==> config.mk <==
export PLATFORM = sky130hd
export DESIGN_NAME = methylation_run_wtf_scorer
export DESIGN_NICKNAME = d
export VERILOG_FILES = /design/src/rtl/core/mrws_pkg.sv /design/src/rtl/core/mrws_ctrl.sv /design/src/rtl/core/mrws_dpath.sv /design/src/rtl/core/methylation_run_wtf_scorer.sv
export SDC_FILE = /design/constraint.sdc
export NUM_CORES = 2
export LEC_CHECK = 0
export BUFFER_PORTS_ARGS = -buffer_cell sky130_fd_sc_hd__buf_2
export CAP_MARGIN = 20
export CELL_PAD_IN_SITES_DETAIL_PLACEMENT = 1
export CELL_PAD_IN_SITES_GLOBAL_PLACEMENT = 1
export CORE_AREA = 2 2 327 329
export DETAILED_ROUTE_END_ITERATION = 16
export DIE_AREA = 0 0 329 331
export GPL_ROUTABILITY_DRIVEN = 0
export HOLD_SLACK_MARGIN = 0.06
export PLACE_DENSITY = 0.58
export SLEW_MARGIN = 20
export SYNTH_ARGS = -nofsm -noshare
export SYNTH_HDL_FRONTEND = slang
export SYNTH_SLANG_ARGS = --single-unit
export TNS_END_PERCENT = 30
==> constraint.sdc <==
create_clock -name clk -period 11.33 [get_ports clk]
set_input_delay 1.133 -clock clk [delete_from_list [all_inputs] [get_ports clk]]
set_output_delay 1.133 -clock clk [all_outputs]
set_load 0.02 [all_outputs]
==> src/rtl/core/mrws_pkg.sv <==
package mrws_pkg;

    // Configuration register indexes.
    localparam logic [1:0] CFG_CONTEXT_MASK  = 2'd0;
    localparam logic [1:0] CFG_WINDOW_LIMIT  = 2'd1;
    localparam logic [1:0] CFG_DISCONTINUOUS = 2'd2;

    localparam int CFG_INDEX_W = 2;
    localparam int CFG_DATA_W  = 16;
    localparam int MASK_W      = 16;
    localparam int WIN_W       = 13;
    localparam int CHAR_W      = 8;
    localparam int NUM_W       = 48;
    localparam int DEN_W       = 34;

    // Contexts below this index are uppercase (methylated) calls.
    localparam int UPPER_LIMIT = 8;

    localparam logic [NUM_W-1:0] SUM_MAX = {NUM_W{1'b1}};

    // floor(x/3) = (x * RECIP3) >> RECIP3_SH, exact for x below 2^17.
    localparam int RECIP3_SH = 19;
    localparam logic [17:0] RECIP3 = 18'h2AAAB;

    // Steps of the shared multiplier.
    localparam logic [2:0] MS_NONE = 3'd0;
    localparam logic [2:0] MS_AB   = 3'd1;
    localparam logic [2:0] MS_ABC  = 3'd2;
    localparam logic [2:0] MS_TRI  = 3'd3;
    localparam logic [2:0] MS_EXT  = 3'd4;

    typedef struct packed {
        logic       take;
        logic       prep;
        logic [2:0] mstep;
        logic       fin;
        logic       acc_run;
        logic       emit_run;
        logic       emit_sum;
        logic       sel_sum;
    } cmd_t;

    typedef struct packed {
        logic close_pend;
        logic eor_pend;
        logic disc;
    } sts_t;

endpackage

==> src/rtl/core/mrws_ctrl.sv <==
module mrws_ctrl (
    input  logic          clk,
    input  logic          rst_n,
    input  logic          in_valid,
    output logic          in_ready,
    output logic          out_valid,
    input  logic          out_ready,
    input  mrws_pkg::sts_t sts,
    output mrws_pkg::cmd_t cmd
);
    import mrws_pkg::*;

    localparam logic [3:0] ST_IDLE    = 4'd0;
    localparam logic [3:0] ST_DECIDE  = 4'd1;
    localparam logic [3:0] ST_PREP    = 4'd2;
    localparam logic [3:0] ST_M1      = 4'd3;
    localparam logic [3:0] ST_M2      = 4'd4;
    localparam logic [3:0] ST_M3      = 4'd5;
    localparam logic [3:0] ST_M4      = 4'd6;
    localparam logic [3:0] ST_FIN     = 4'd7;
    localparam logic [3:0] ST_RUN_OUT = 4'd8;
    localparam logic [3:0] ST_SUM_OUT = 4'd9;

    logic [3:0] state_reg, state_next;
    logic       sel_sum_reg, sel_sum_next;
    logic       out_valid_reg, out_valid_next;
    logic       out_free;

    assign out_free  = !out_valid_reg || out_ready;
    assign out_valid = out_valid_reg;
    assign in_ready  = (state_reg == ST_IDLE);

    always_comb
    begin
        state_next   = state_reg;
        sel_sum_next = sel_sum_reg;
        cmd          = '0;
        cmd.sel_sum  = sel_sum_reg;
        case (state_reg)
            ST_IDLE:
            begin
                if (in_valid)
                begin
                    cmd.take   = 1'b1;
                    state_next = ST_DECIDE;
                end
            end
            ST_DECIDE:
            begin
                if (sts.close_pend)
                begin
                    sel_sum_next = 1'b0;
                    state_next   = ST_PREP;
                end
                else if (sts.eor_pend)
                begin
                    sel_sum_next = 1'b1;
                    state_next   = ST_PREP;
                end
                else
                begin
                    state_next = ST_IDLE;
                end
            end
            ST_PREP:
            begin
                cmd.prep   = 1'b1;
                state_next = ST_M1;
            end
            ST_M1:
            begin
                cmd.mstep  = MS_AB;
                state_next = ST_M2;
            end
            ST_M2:
            begin
                cmd.mstep  = MS_ABC;
                state_next = ST_M3;
            end
            ST_M3:
            begin
                cmd.mstep  = MS_TRI;
                state_next = ST_M4;
            end
            ST_M4:
            begin
                cmd.mstep  = MS_EXT;
                state_next = ST_FIN;
            end
            ST_FIN:
            begin
                cmd.fin    = 1'b1;
                state_next = sel_sum_reg ? ST_SUM_OUT : ST_RUN_OUT;
            end
            ST_RUN_OUT:
            begin
                if (!sts.disc || out_free)
                begin
                    cmd.acc_run  = 1'b1;
                    cmd.emit_run = sts.disc;
                    if (sts.eor_pend)
                    begin
                        sel_sum_next = 1'b1;
                        state_next   = ST_PREP;
                    end
                    else
                    begin
                        state_next = ST_IDLE;
                    end
                end
            end
            ST_SUM_OUT:
            begin
                if (out_free)
                begin
                    cmd.emit_sum = 1'b1;
                    state_next   = ST_IDLE;
                end
            end
            default:
            begin
                state_next = ST_IDLE;
            end
        endcase
    end

    always_comb
    begin
        if (cmd.emit_run || cmd.emit_sum)
            out_valid_next = 1'b1;
        else if (out_ready)
            out_valid_next = 1'b0;
        else
            out_valid_next = out_valid_reg;
    end

    always_ff @(posedge clk or negedge rst_n)
    begin
        if (!rst_n)
        begin
            state_reg     <= ST_IDLE;
            sel_sum_reg   <= 1'b0;
            out_valid_reg <= 1'b0;
        end
        else
        begin
            state_reg     <= state_next;
            sel_sum_reg   <= sel_sum_next;
            out_valid_reg <= out_valid_next;
        end
    end

endmodule

==> src/rtl/core/mrws_dpath.sv <==
module mrws_dpath #(
    parameter int MAX_COUNT = 4096,
    parameter int READ_LEN  = 8192,
    parameter int CW        = 12,
    parameter int OW        = 13
) (
    input  logic                          clk,
    input  logic                          rst_n,
    input  logic                          cfg_write,
    input  logic [mrws_pkg::CFG_INDEX_W-1:0] cfg_index,
    input  logic [mrws_pkg::CFG_DATA_W-1:0]  cfg_data,
    input  logic [mrws_pkg::CHAR_W-1:0]   call_char,
    input  logic                          end_of_read,
    input  mrws_pkg::cmd_t                cmd,
    output mrws_pkg::sts_t                sts,
    output logic                          kind,
    output logic [OW-1:0]                 run_start,
    output logic [OW-1:0]                 run_end,
    output logic [mrws_pkg::NUM_W-1:0]    numerator,
    output logic [mrws_pkg::DEN_W-1:0]    denominator,
    output logic [CW-1:0]                 context_bases,
    output logic                          last_of_item
);
    import mrws_pkg::*;

    localparam int KW = (CW + 1 > WIN_W) ? CW + 1 : WIN_W;
    localparam int SW = 3 * CW - 2;
    localparam int AW = 2 * CW + 2;
    localparam int BW = CW + 1;
    localparam int PW = AW + BW;
    localparam int QW = BW + RECIP3_SH + 1;
    localparam logic [KW-1:0] K_DEFAULT = KW'(MAX_COUNT);
    localparam logic [CW-1:0] CNT_MAX   = CW'(MAX_COUNT - 1);
    localparam logic [OW-1:0] OFF_MAX   = OW'(READ_LEN - 1);

    // Configuration.
    logic [MASK_W-1:0] mask_reg;
    logic [WIN_W-1:0]  win_reg;
    logic              disc_reg;

    // Live read state.
    logic [OW-1:0]    off_reg, off_next;
    logic [CW-1:0]    cnt_reg, cnt_next;
    logic [CW-1:0]    rlen_reg, rlen_next;
    logic [OW-1:0]    first_reg, first_next;
    logic [OW-1:0]    last_reg, last_next;
    logic [NUM_W-1:0] sum_reg;

    // Snapshot of the accepted transaction.
    logic          close_pend_reg, eor_pend_reg;
    logic [CW-1:0] clen_reg, scnt_reg;
    logic [OW-1:0] cfirst_reg, clast_reg, soff_reg;

    // Score unit.
    logic [CW-1:0] m_reg, d_reg;
    logic [BW-1:0] x3_reg;
    logic [1:0]    rem_reg;
    logic [PW-1:0] prod_reg;
    logic [SW-1:0] pyr_reg, score_reg;

    logic [CHAR_W:0]  char_p2;
    logic [3:0]       ctx;
    logic             enabled, upper, closing;
    logic [CW-1:0]    cnt_inc, rlen_ext;
    logic [CW-1:0]    n_sel, m_val;
    logic [KW-1:0]    k_val;
    logic [BW-1:0]    x_val, x3_val, rem_full;
    logic [QW-1:0]    q_full;
    logic [BW-1:0]    op_a, op_b, op_c;
    logic [AW-1:0]    mul_a;
    logic [BW-1:0]    mul_b;
    logic [PW-1:0]    mul_p;
    logic [NUM_W:0]   sum_wide;
    logic [NUM_W-1:0] sum_sat;

    assign sts.close_pend = close_pend_reg;
    assign sts.eor_pend   = eor_pend_reg;
    assign sts.disc       = disc_reg;

    // Context index and run tracking for the incoming character.
    always_comb
    begin
        char_p2  = {1'b0, call_char} + (CHAR_W + 1)'(2);
        ctx      = char_p2[5:2];
        enabled  = mask_reg[ctx];
        upper    = (32'(ctx) < UPPER_LIMIT);
        cnt_inc  = (enabled && cnt_reg != CNT_MAX) ? cnt_reg + CW'(1) : cnt_reg;
        rlen_ext = rlen_reg;
        first_next = first_reg;
        last_next  = last_reg;
        if (enabled && upper)
        begin
            if (rlen_reg == '0)
                first_next = off_reg;
            last_next = off_reg;
            if (rlen_reg != CNT_MAX)
                rlen_ext = rlen_reg + CW'(1);
        end
        closing = ((enabled && !upper) || end_of_read) && (rlen_ext != '0);
        if (end_of_read)
        begin
            off_next   = '0;
            cnt_next   = '0;
            rlen_next  = '0;
        end
        else
        begin
            off_next  = (off_reg != OFF_MAX) ? off_reg + OW'(1) : off_reg;
            cnt_next  = cnt_inc;
            rlen_next = closing ? '0 : rlen_ext;
        end
    end

    // Score preparation: m = min(n,k), d = n - m, and the factor of
    // m(m+1)(m+2) that is divisible by three, found from (m+2) mod 3.
    always_comb
    begin
        n_sel    = cmd.sel_sum ? scnt_reg : clen_reg;
        k_val    = (win_reg == '0) ? K_DEFAULT : KW'(win_reg);
        m_val    = (KW'(n_sel) > k_val) ? k_val[CW-1:0] : n_sel;
        x_val    = BW'(m_val) + BW'(2);
        q_full   = QW'(x_val) * QW'(RECIP3);
        x3_val   = q_full[RECIP3_SH +: BW];
        rem_full = x_val - ((x3_val << 1) + x3_val);
    end

    always_comb
    begin
        op_a = BW'(m_reg);
        op_b = BW'(m_reg) + BW'(1);
        op_c = BW'(m_reg) + BW'(2);
        case (rem_reg)
            2'd0:    op_c = x3_reg;
            2'd1:    op_b = x3_reg;
            2'd2:    op_a = x3_reg;
            default: op_a = x3_reg;
        endcase
    end

    // One shared multiplier, stepped by the controller.
    always_comb
    begin
        case (cmd.mstep)
            MS_AB:
            begin
                mul_a = AW'(op_a);
                mul_b = op_b;
            end
            MS_ABC:
            begin
                mul_a = prod_reg[AW-1:0];
                mul_b = op_c;
            end
            MS_TRI:
            begin
                mul_a = AW'(m_reg);
                mul_b = BW'(m_reg) + BW'(1);
            end
            MS_EXT:
            begin
                mul_a = AW'(prod_reg[2*CW:1]);
                mul_b = BW'(d_reg);
            end
            default:
            begin
                mul_a = '0;
                mul_b = '0;
            end
        endcase
        mul_p = PW'(mul_a) * PW'(mul_b);
    end

    always_comb
    begin
        sum_wide = {1'b0, sum_reg} + (NUM_W + 1)'(score_reg);
        sum_sat  = sum_wide[NUM_W] ? SUM_MAX : sum_wide[NUM_W-1:0];
    end

    always_ff @(posedge clk or negedge rst_n)
    begin
        if (!rst_n)
        begin
            mask_reg       <= MASK_W'(32896);
            win_reg        <= '0;
            disc_reg       <= 1'b0;
            off_reg        <= '0;
            cnt_reg        <= '0;
            rlen_reg       <= '0;
            first_reg      <= '0;
            last_reg       <= '0;
            sum_reg        <= '0;
            close_pend_reg <= 1'b0;
            eor_pend_reg   <= 1'b0;
        end
        else
        begin
            if (cfg_write)
            begin
                case (cfg_index)
                    CFG_CONTEXT_MASK:  mask_reg <= cfg_data[MASK_W-1:0];
                    CFG_WINDOW_LIMIT:  win_reg  <= cfg_data[WIN_W-1:0];
                    CFG_DISCONTINUOUS: disc_reg <= cfg_data[0];
                    default:           ;
                endcase
            end
            if (cmd.take)
            begin
                off_reg        <= off_next;
                cnt_reg        <= cnt_next;
                rlen_reg       <= rlen_next;
                first_reg      <= end_of_read ? '0 : first_next;
                last_reg       <= end_of_read ? '0 : last_next;
                close_pend_reg <= closing;
                eor_pend_reg   <= end_of_read;
            end
            if (cmd.acc_run)
                sum_reg <= sum_sat;
            else if (cmd.emit_sum)
                sum_reg <= '0;
        end
    end

    always_ff @(posedge clk)
    begin
        if (cmd.take)
        begin
            clen_reg   <= rlen_ext;
            cfirst_reg <= first_next;
            clast_reg  <= last_next;
            soff_reg   <= off_reg;
            scnt_reg   <= cnt_inc;
        end
        if (cmd.prep)
        begin
            m_reg   <= m_val;
            d_reg   <= n_sel - m_val;
            x3_reg  <= x3_val;
            rem_reg <= rem_full[1:0];
        end
        if (cmd.mstep == MS_AB || cmd.mstep == MS_TRI || cmd.mstep == MS_EXT)
            prod_reg <= mul_p;
        if (cmd.mstep == MS_ABC)
            pyr_reg <= mul_p[SW:1];
        if (cmd.fin)
            score_reg <= pyr_reg + prod_reg[SW-1:0];
        if (cmd.emit_run)
        begin
            kind          <= 1'b0;
            run_start     <= cfirst_reg;
            run_end       <= clast_reg;
            numerator     <= NUM_W'(score_reg);
            denominator   <= '0;
            context_bases <= clen_reg;
            last_of_item  <= !eor_pend_reg;
        end
        else if (cmd.emit_sum)
        begin
            kind          <= 1'b1;
            run_start     <= '0;
            run_end       <= soff_reg;
            numerator     <= sum_reg;
            denominator   <= DEN_W'(score_reg);
            context_bases <= scnt_reg;
            last_of_item  <= 1'b1;
        end
    end

endmodule

==> src/rtl/core/methylation_run_wtf_scorer.sv <==
// Methylation run scorer. Each input transaction carries one call character
// and an end-of-read flag; closed methylated runs (discontinuous mode only)
// and one summary per read come out on the result channel, a run result
// always ahead of the summary of the same read. Each score comes from the single
// shared multiplier that steps through the score polynomial, four products
// per score. A character that closes no run and ends no read needs no score;
// after one that closes a run, ends a read or both, the next character is not
// taken until its scores are done and any stall of the result channel has
// passed. A finished result waits in the output register while the next
// character is taken.
module methylation_run_wtf_scorer #(
    parameter int MAX_COUNT = 4096,
    parameter int READ_LEN  = 8192
) (
    input  logic                                 clk,
    input  logic                                 rst_n,
    input  logic                                 cfg_write,
    input  logic [mrws_pkg::CFG_INDEX_W-1:0]     cfg_index,
    input  logic [mrws_pkg::CFG_DATA_W-1:0]      cfg_data,
    input  logic                                 in_valid,
    output logic                                 in_ready,
    input  logic [mrws_pkg::CHAR_W-1:0]          call_char,
    input  logic                                 end_of_read,
    output logic                                 out_valid,
    input  logic                                 out_ready,
    output logic                                 kind,
    output logic [$clog2(READ_LEN)-1:0]          run_start,
    output logic [$clog2(READ_LEN)-1:0]          run_end,
    output logic [mrws_pkg::NUM_W-1:0]           numerator,
    output logic [mrws_pkg::DEN_W-1:0]           denominator,
    output logic [$clog2(MAX_COUNT)-1:0]         context_bases,
    output logic                                 last_of_item
);
    import mrws_pkg::*;

    localparam int CW = $clog2(MAX_COUNT);
    localparam int OW = $clog2(READ_LEN);

    cmd_t cmd;
    sts_t sts;

    mrws_ctrl u_ctrl (
        .clk       (clk),
        .rst_n     (rst_n),
        .in_valid  (in_valid),
        .in_ready  (in_ready),
        .out_valid (out_valid),
        .out_ready (out_ready),
        .sts       (sts),
        .cmd       (cmd)
    );

    mrws_dpath #(
        .MAX_COUNT (MAX_COUNT),
        .READ_LEN  (READ_LEN),
        .CW        (CW),
        .OW        (OW)
    ) u_dpath (
        .clk           (clk),
        .rst_n         (rst_n),
        .cfg_write     (cfg_write),
        .cfg_index     (cfg_index),
        .cfg_data      (cfg_data),
        .call_char     (call_char),
        .end_of_read   (end_of_read),
        .cmd           (cmd),
        .sts           (sts),
        .kind          (kind),
        .run_start     (run_start),
        .run_end       (run_end),
        .numerator     (numerator),
        .denominator   (denominator),
        .context_bases (context_bases),
        .last_of_item  (last_of_item)
    );

endmodule

## Yosys cells after proc, flatten, opt, wreduce, memory -nomap -nowiden

Index checks and enable logic that the tools add are counted.

- Register bits after elaboration: 474
- Latch bits: 0
- Bits in writable memories: 0
- Bits in read-only memories: 0
- Input bits: 32
- Memories kept: 0

- Add/subtract/negate cells: 12
- $mul: 2
- Divide/modulo/power cells: 0
- Order comparisons: 3
- Eq/ne operators: 22
- Shifts and indexed selects: 0
- Multiplexer cells: 58
- Bitwise operators: 0
- Reductions and logical operators: 32

Operator list:

| cell | count |
|---|---|
| two-way mux 13 bit | 14 |
| two-way mux 48 bit | 3 |
| two-way mux 12 bit | 11 |
| case mux 26 bit (4 select lines) | 1 |
| two-way mux 34 bit | 2 |
| case mux 13 bit (4 select lines) | 1 |
| adder 48 x 34 -> 49 bit | 1 |
| case mux 4 bit (10 select lines) | 1 |
| multiplier 26 x 13 -> 35 bit | 1 |
| adder 34 bit | 1 |
| multiplier 13 x 18 -> 31 bit (second input constant) | 1 |
| adder 12 x 2 -> 13 bit (second input constant) | 2 |
| adder 12 x 1 -> 12 bit (second input constant) | 2 |
| inequality test 12 bit (second input constant) | 2 |
| == test 4 x 3 -> 1 bit (second input constant) | 4 |
| two-way mux 4 bit | 4 |
| two-way mux 1 bit | 15 |
| adder 12 x 1 -> 13 bit (second input constant) | 1 |
| adder 13 x 1 -> 13 bit (second input constant) | 1 |
| greater-than comparator 12 x 13 -> 1 bit | 1 |
| logical NOT 13 bit | 1 |
| inequality test 13 bit (second input constant) | 1 |
| logical NOT 12 bit | 1 |
| case mux 3 bit (4 select lines) | 1 |
| 29 further kinds | 56 |

## Depth between registers and ports, before layout

- Depth in word-level cells: 9
- Gate-level depth with buffers: 36
- Depth with buffers taken out: 34

## Cells and area by module

From an unflattened synthesis, not the netlist that was laid out.

- Cell total of the unflattened synthesis: 3571
- Area total of the unflattened synthesis: 36961.7 µm²

By module, submodules not included:

| module | times used | cells an instance | area an instance (µm²) |
|---|---|---|---|
| mrws_dpath | 1 | 3516 | 36470.0 |
| mrws_ctrl | 1 | 55 | 491.7 |

## Worst setup path before layout

No wires, ideal clock.

- Path type: register -> register
- Start: register u_ctrl.sel_sum_reg
- End: register u_dpath.x3_reg[11] (data pin)
- Library setup time: 264 ps
- Arrival: 8184 ps
- Required time: 11066 ps
- Setup slack: 2883 ps
- Cell stages (with the launch flop): 34
- Path buffers: 2
- Period minus slack after synthesis: 8447 ps
- Cell sequence: dfrtp_1 clkbuf_1 mux2_2 ha_1 nand3_1 or3_1 nand3_1 o21a_1 buf_4 mux2i_1 inv_1 ha_1 nand4_1 nor2_1 xnor2_1 ha_1 fa_1 inv_1 fa_1 inv_1 fa_1 inv_1 fa_1 inv_1 ha_1 nand3_1 o221ai_1 a22oi_1 o21ai_0 a31o_2 a41oi_1 o211ai_1 a31oi_1 xor2_1

- Longest elaborated chain between the ends: 5

Ends and longest elaborated chain:

| element | line | source |
|---|---|---|
| start, declared | mrws_ctrl.sv:25 | `logic sel_sum_reg, sel_sum_next;` |
| start signal, assigned | mrws_ctrl.sv:148 | `sel_sum_reg <= sel_sum_next;` |
| two-way mux 12 bit * | mrws_dpath.sv:118 | `n_sel = cmd.sel_sum ? scnt_reg : clen_reg;` |
| greater-than comparator 12 x 13 -> 1 bit | mrws_dpath.sv:120 | `m_val = (KW'(n_sel) > k_val) ? k_val[CW-1:0] : n_sel;` |
| two-way mux 12 bit * | mrws_dpath.sv:120 |  |
| named net u_dpath.m_val[1] | mrws_dpath.sv:65 | `logic [CW-1:0] n_sel, m_val;` |
| adder 12 x 2 -> 13 bit * | mrws_dpath.sv:121 | `x_val = BW'(m_val) + BW'(2);` |
| multiplier 13 x 18 -> 31 bit * | mrws_dpath.sv:122 | `q_full = QW'(x_val) * QW'(RECIP3);` |
| named net u_dpath.q_full[30] | mrws_dpath.sv:68 | `logic [QW-1:0] q_full;` |
| end signal, assigned | mrws_dpath.sv:237 | `x3_reg <= x3_val;` |
| end, declared | mrws_dpath.sv:56 | `logic [BW-1:0] x3_reg;` |

The timed path passes the listed nets; every way through them passes the cells marked *.
A chain may end at the register's enable or synchronous reset.

## Worst setup path after layout

- Start: register u_ctrl.sel_sum_reg
- End: register u_dpath.rem_reg[1] (data pin)

- Longest elaborated chain between the ends: 7

Ends and longest elaborated chain:

| element | line | source |
|---|---|---|
| two-way mux 12 bit * | mrws_dpath.sv:118 |  |
| greater-than comparator 12 x 13 -> 1 bit | mrws_dpath.sv:120 |  |
| two-way mux 12 bit * | mrws_dpath.sv:120 |  |
| named net u_dpath.m_val[1] | mrws_dpath.sv:65 |  |
| adder 12 x 2 -> 13 bit * | mrws_dpath.sv:121 |  |
| multiplier 13 x 18 -> 31 bit * | mrws_dpath.sv:122 |  |
| named net u_dpath.q_full[19] | mrws_dpath.sv:68 |  |
| adder 2 bit * | mrws_dpath.sv:124 | `rem_full = x_val - ((x3_val << 1) + x3_val);` |
| subtractor 2 bit * | mrws_dpath.sv:124 |  |
| named net u_dpath.rem_full[1] | mrws_dpath.sv:67 | `logic [BW-1:0] x_val, x3_val, rem_full;` |
| end signal, assigned | mrws_dpath.sv:238 | `rem_reg <= rem_full[1:0];` |
| end, declared | mrws_dpath.sv:57 | `logic [1:0] rem_reg;` |

Marks and branches as above.

==> metrics.yaml <==
fp.dieW_microns: 329
grt_max_degree: 85
worstHoldStart: "u_dpath.denominator[30]$_SDFFE_PP0P_"
synth-async-reset-ratio_pct: 31.4
cts_sinks: 474
synthFlopType: "edfxtp_1"
critPathCaptureType: "flop"
postCtsResizedCells: 0
viasPerCell: 5.12
clk_latency_ns: 0.66
antenna_found_initial: 1
syn_area_per_cell_sq_um: 9.84
whs_endpoint: "u_dpath.denominator[30]$_SDFFE_PP0P_"
drive_above_1_share_pct: 10.0
synth.top_cell.area_share_pct: 22.6
io_pins: 156
seq_area_sq_um: 13000
timing.setup.tns_ns: 0
vias: 27019
track_usage_pct: 19.4
drt_iter0_drc: 1389
syn_to_final_growth_pct: 11.3
ctsHoldBuffers: 0
place_inst: 5175
crit_slowest_cell: "dfrtp_1"
mappedNetlistArea_sq_um: 36700
r2r-end: "u_dpath.rem_reg[1]$_DFFE_PP_"
drv_slew: 0
cts_setup_buffers: 0
max-cap-violations: 0
fin_crit_ns: 9.57
postSynthCellCount: 3732
htree_levels: 2
hold_path_depth: 2
synth.distinct_cells: 94
synth_fp_nets: 4322
synth_area_leaders: "edfxtp_1 (23%), fa_1 (17%), dfrtp_1 (10%), ha_1 (8.3%), nand2_1 (6.7%)"
num_rows: 119
clk_pin_slew_ns: 0.06
core_area_sq_um: 105000
grt-ovfl-total: 0
ff2ff_path_depth: 29
grt_pass1_wl_mm: 166
rsz0062_at_grt: "no"
pre_cts_slack_ns: 1.57
r2r_slack_ns: 1.76
multi_input_area_sq_um: 21600
relSlewSlack_pct: 23.9
yosysMostFrequentCell: "nand2_1"
die_h_microns: 331
seq_area_frac_synth_pct: 35.4
grt_pass1_vias: 28814
setup_ws_ns: 1.76
skew_ns: 0.0395
io_buffers: 152
critical_path.top_delay_family: "adder cells"
initial_utilization_pct: 35.0
stdcell_count: 5278
worstPathArrival_ns: 9.98
setup_violations: 0
crit_top_cell: "ha_1"
ys_warn_count: 0
yosysTopAreaCell: "edfxtp_1"
postRouteAntennaNets: 0
synth_common_cells: "nand2_1 (652), inv_1 (432), fa_1 (314)"
worst_pin_slew_ns: 1.14
clockRootBuffer: "clkbuf_16"
status: "finished clean"
wl_per_cell_microns: 19.7
critPathLaunchType: "flop"
nNetsFinal: 4432
slowest_delay_ns: 0.77
worst_hold_slack_ns: 0.452
drc: 0
cts_tree: "done"
final_hold_viol_count: 0
crit_type: "flop to flop"
antenna_cells: 0
dieArea_sq_um: 109000
critPathMaxFanout: 14
crit_buf_inv: 5
wl_mm: 104
dp_hpwl_mm: 78.5
synth_edf_count: 276
num-fill-cells: 11912
cts_buffer_depth: 3
fmax_ghz: 0.104
first_pass_iters: 5
crit_required_ns: 11.74
regToRegStartpoint: "u_ctrl.sel_sum_reg$_DFFE_PN0P_"
hold_path.class: "flop to flop"
cts_buffers: 55
fin_crit_sh_pct: 84.5
synth_seq_cells: 474
==> area by class of cell <==
type | instances | share of cell area, %
clock buffers | 75 | 3.60
clock inverters | 27 | 0.594
inverters | 433 | 3.98
multi-input cells | 2677 | 52.9
flip-flops and latches | 474 | 31.8
well taps | 1391 | 4.26
repair buffers | 201 | 2.84
==> worst register-to-register path: cells and delay by family, from the launching register on <==
family          cells  cell delay [ns]
simple gates        3             0.80
compound gates      6             1.42
fa+ha+maj           9             3.35
xor+xnor            4             1.27
buf+inv             5             0.56
mux                 2             1.17
flops               1             0.77
==> worst max path at each step <==
stage,start,slack [ns],to,depth (start not counted)
after detailed placement,u_ctrl.sel_sum_reg$_DFFE_PN0P_,1.57,u_dpath.rem_reg[1]$_DFFE_PP_,29
after global routing,u_ctrl.sel_sum_reg$_DFFE_PN0P_,0.95,u_dpath.x3_reg[9]$_DFFE_PP_,31
after floorplan,u_ctrl.sel_sum_reg$_DFFE_PN0P_,2.88,u_dpath.x3_reg[11]$_DFFE_PP_,33
final,u_ctrl.sel_sum_reg$_DFFE_PN0P_,1.76,u_dpath.rem_reg[1]$_DFFE_PP_,29
after global placement,u_ctrl.sel_sum_reg$_DFFE_PN0P_,1.55,u_dpath.rem_reg[1]$_DFFE_PP_,29
after CTS,u_ctrl.sel_sum_reg$_DFFE_PN0P_,1.55,u_dpath.rem_reg[1]$_DFFE_PP_,29
==> placed cells by master (no fill, tap or decap), drive strengths merged, types with 22 or more instances in the layout <==
cell type,Yosys,layout
nor2,196,196
clkbuf,131,75
mux2i,35,35
nor2b,46,46
dfxtp,49,49
a31oi,37,37
fa,314,314
inv,432,436
xnor2,106,106
and2,41,41
xor2,47,47
nand2,652,652
nor3,40,40
ha,244,244
edfxtp,276,276
and3,27,27
mux2,57,57
o21ai,113,113
nand3,69,69
buf,17,201
a22o,42,42
o21a,25,25
a21o,59,59
a21oi,229,229
a211oi,22,22
dfrtp,147,147
==> per-layer routing <==
layer	global-route usage, %	routed length (microns)	share of wire [%]	up-vias
met1	26.9	49400	48	13635
met2	32.7	48900	47	407
met5	0	0	0	-
met4	4.66	2190	2.1	0
met3	2.11	3350	3.2	106
li1	-	-	-	12871
==> kinds of logic (layout without fill, tap and decap cells) <==
| family | Yosys count | after routing | synth area share (%) |
|---|---|---|---|
| xor gates and xnor gates | 154 | 154 | 3.71 |
| muxes | 96 | 96 | 2.95 |
| and+or+nand+nor | 1181 | 1181 | 14.3 |
| adders and majority gates | 558 | 558 | 25.4 |
| AOI/OAI and AO/OA | 688 | 688 | 12.2 |
| buffers and inverters | 581 | 736 | 6.02 |
| DFF | 474 | 474 | 35.4 |
==> stage by stage <==
stage	cell area [sq um]	utilization, %
5_1_grt	40900	38.9
3_5_place_dp	39100	37.3
2_1_floorplan	36700	-
4_1_cts	40800	38.9
3_3_place_gp	39100	37.3
6_report	40900	38.9
Power is not shown: default switching activity piles up to over one toggle a cycle in this logic, so the estimate is an artifact.
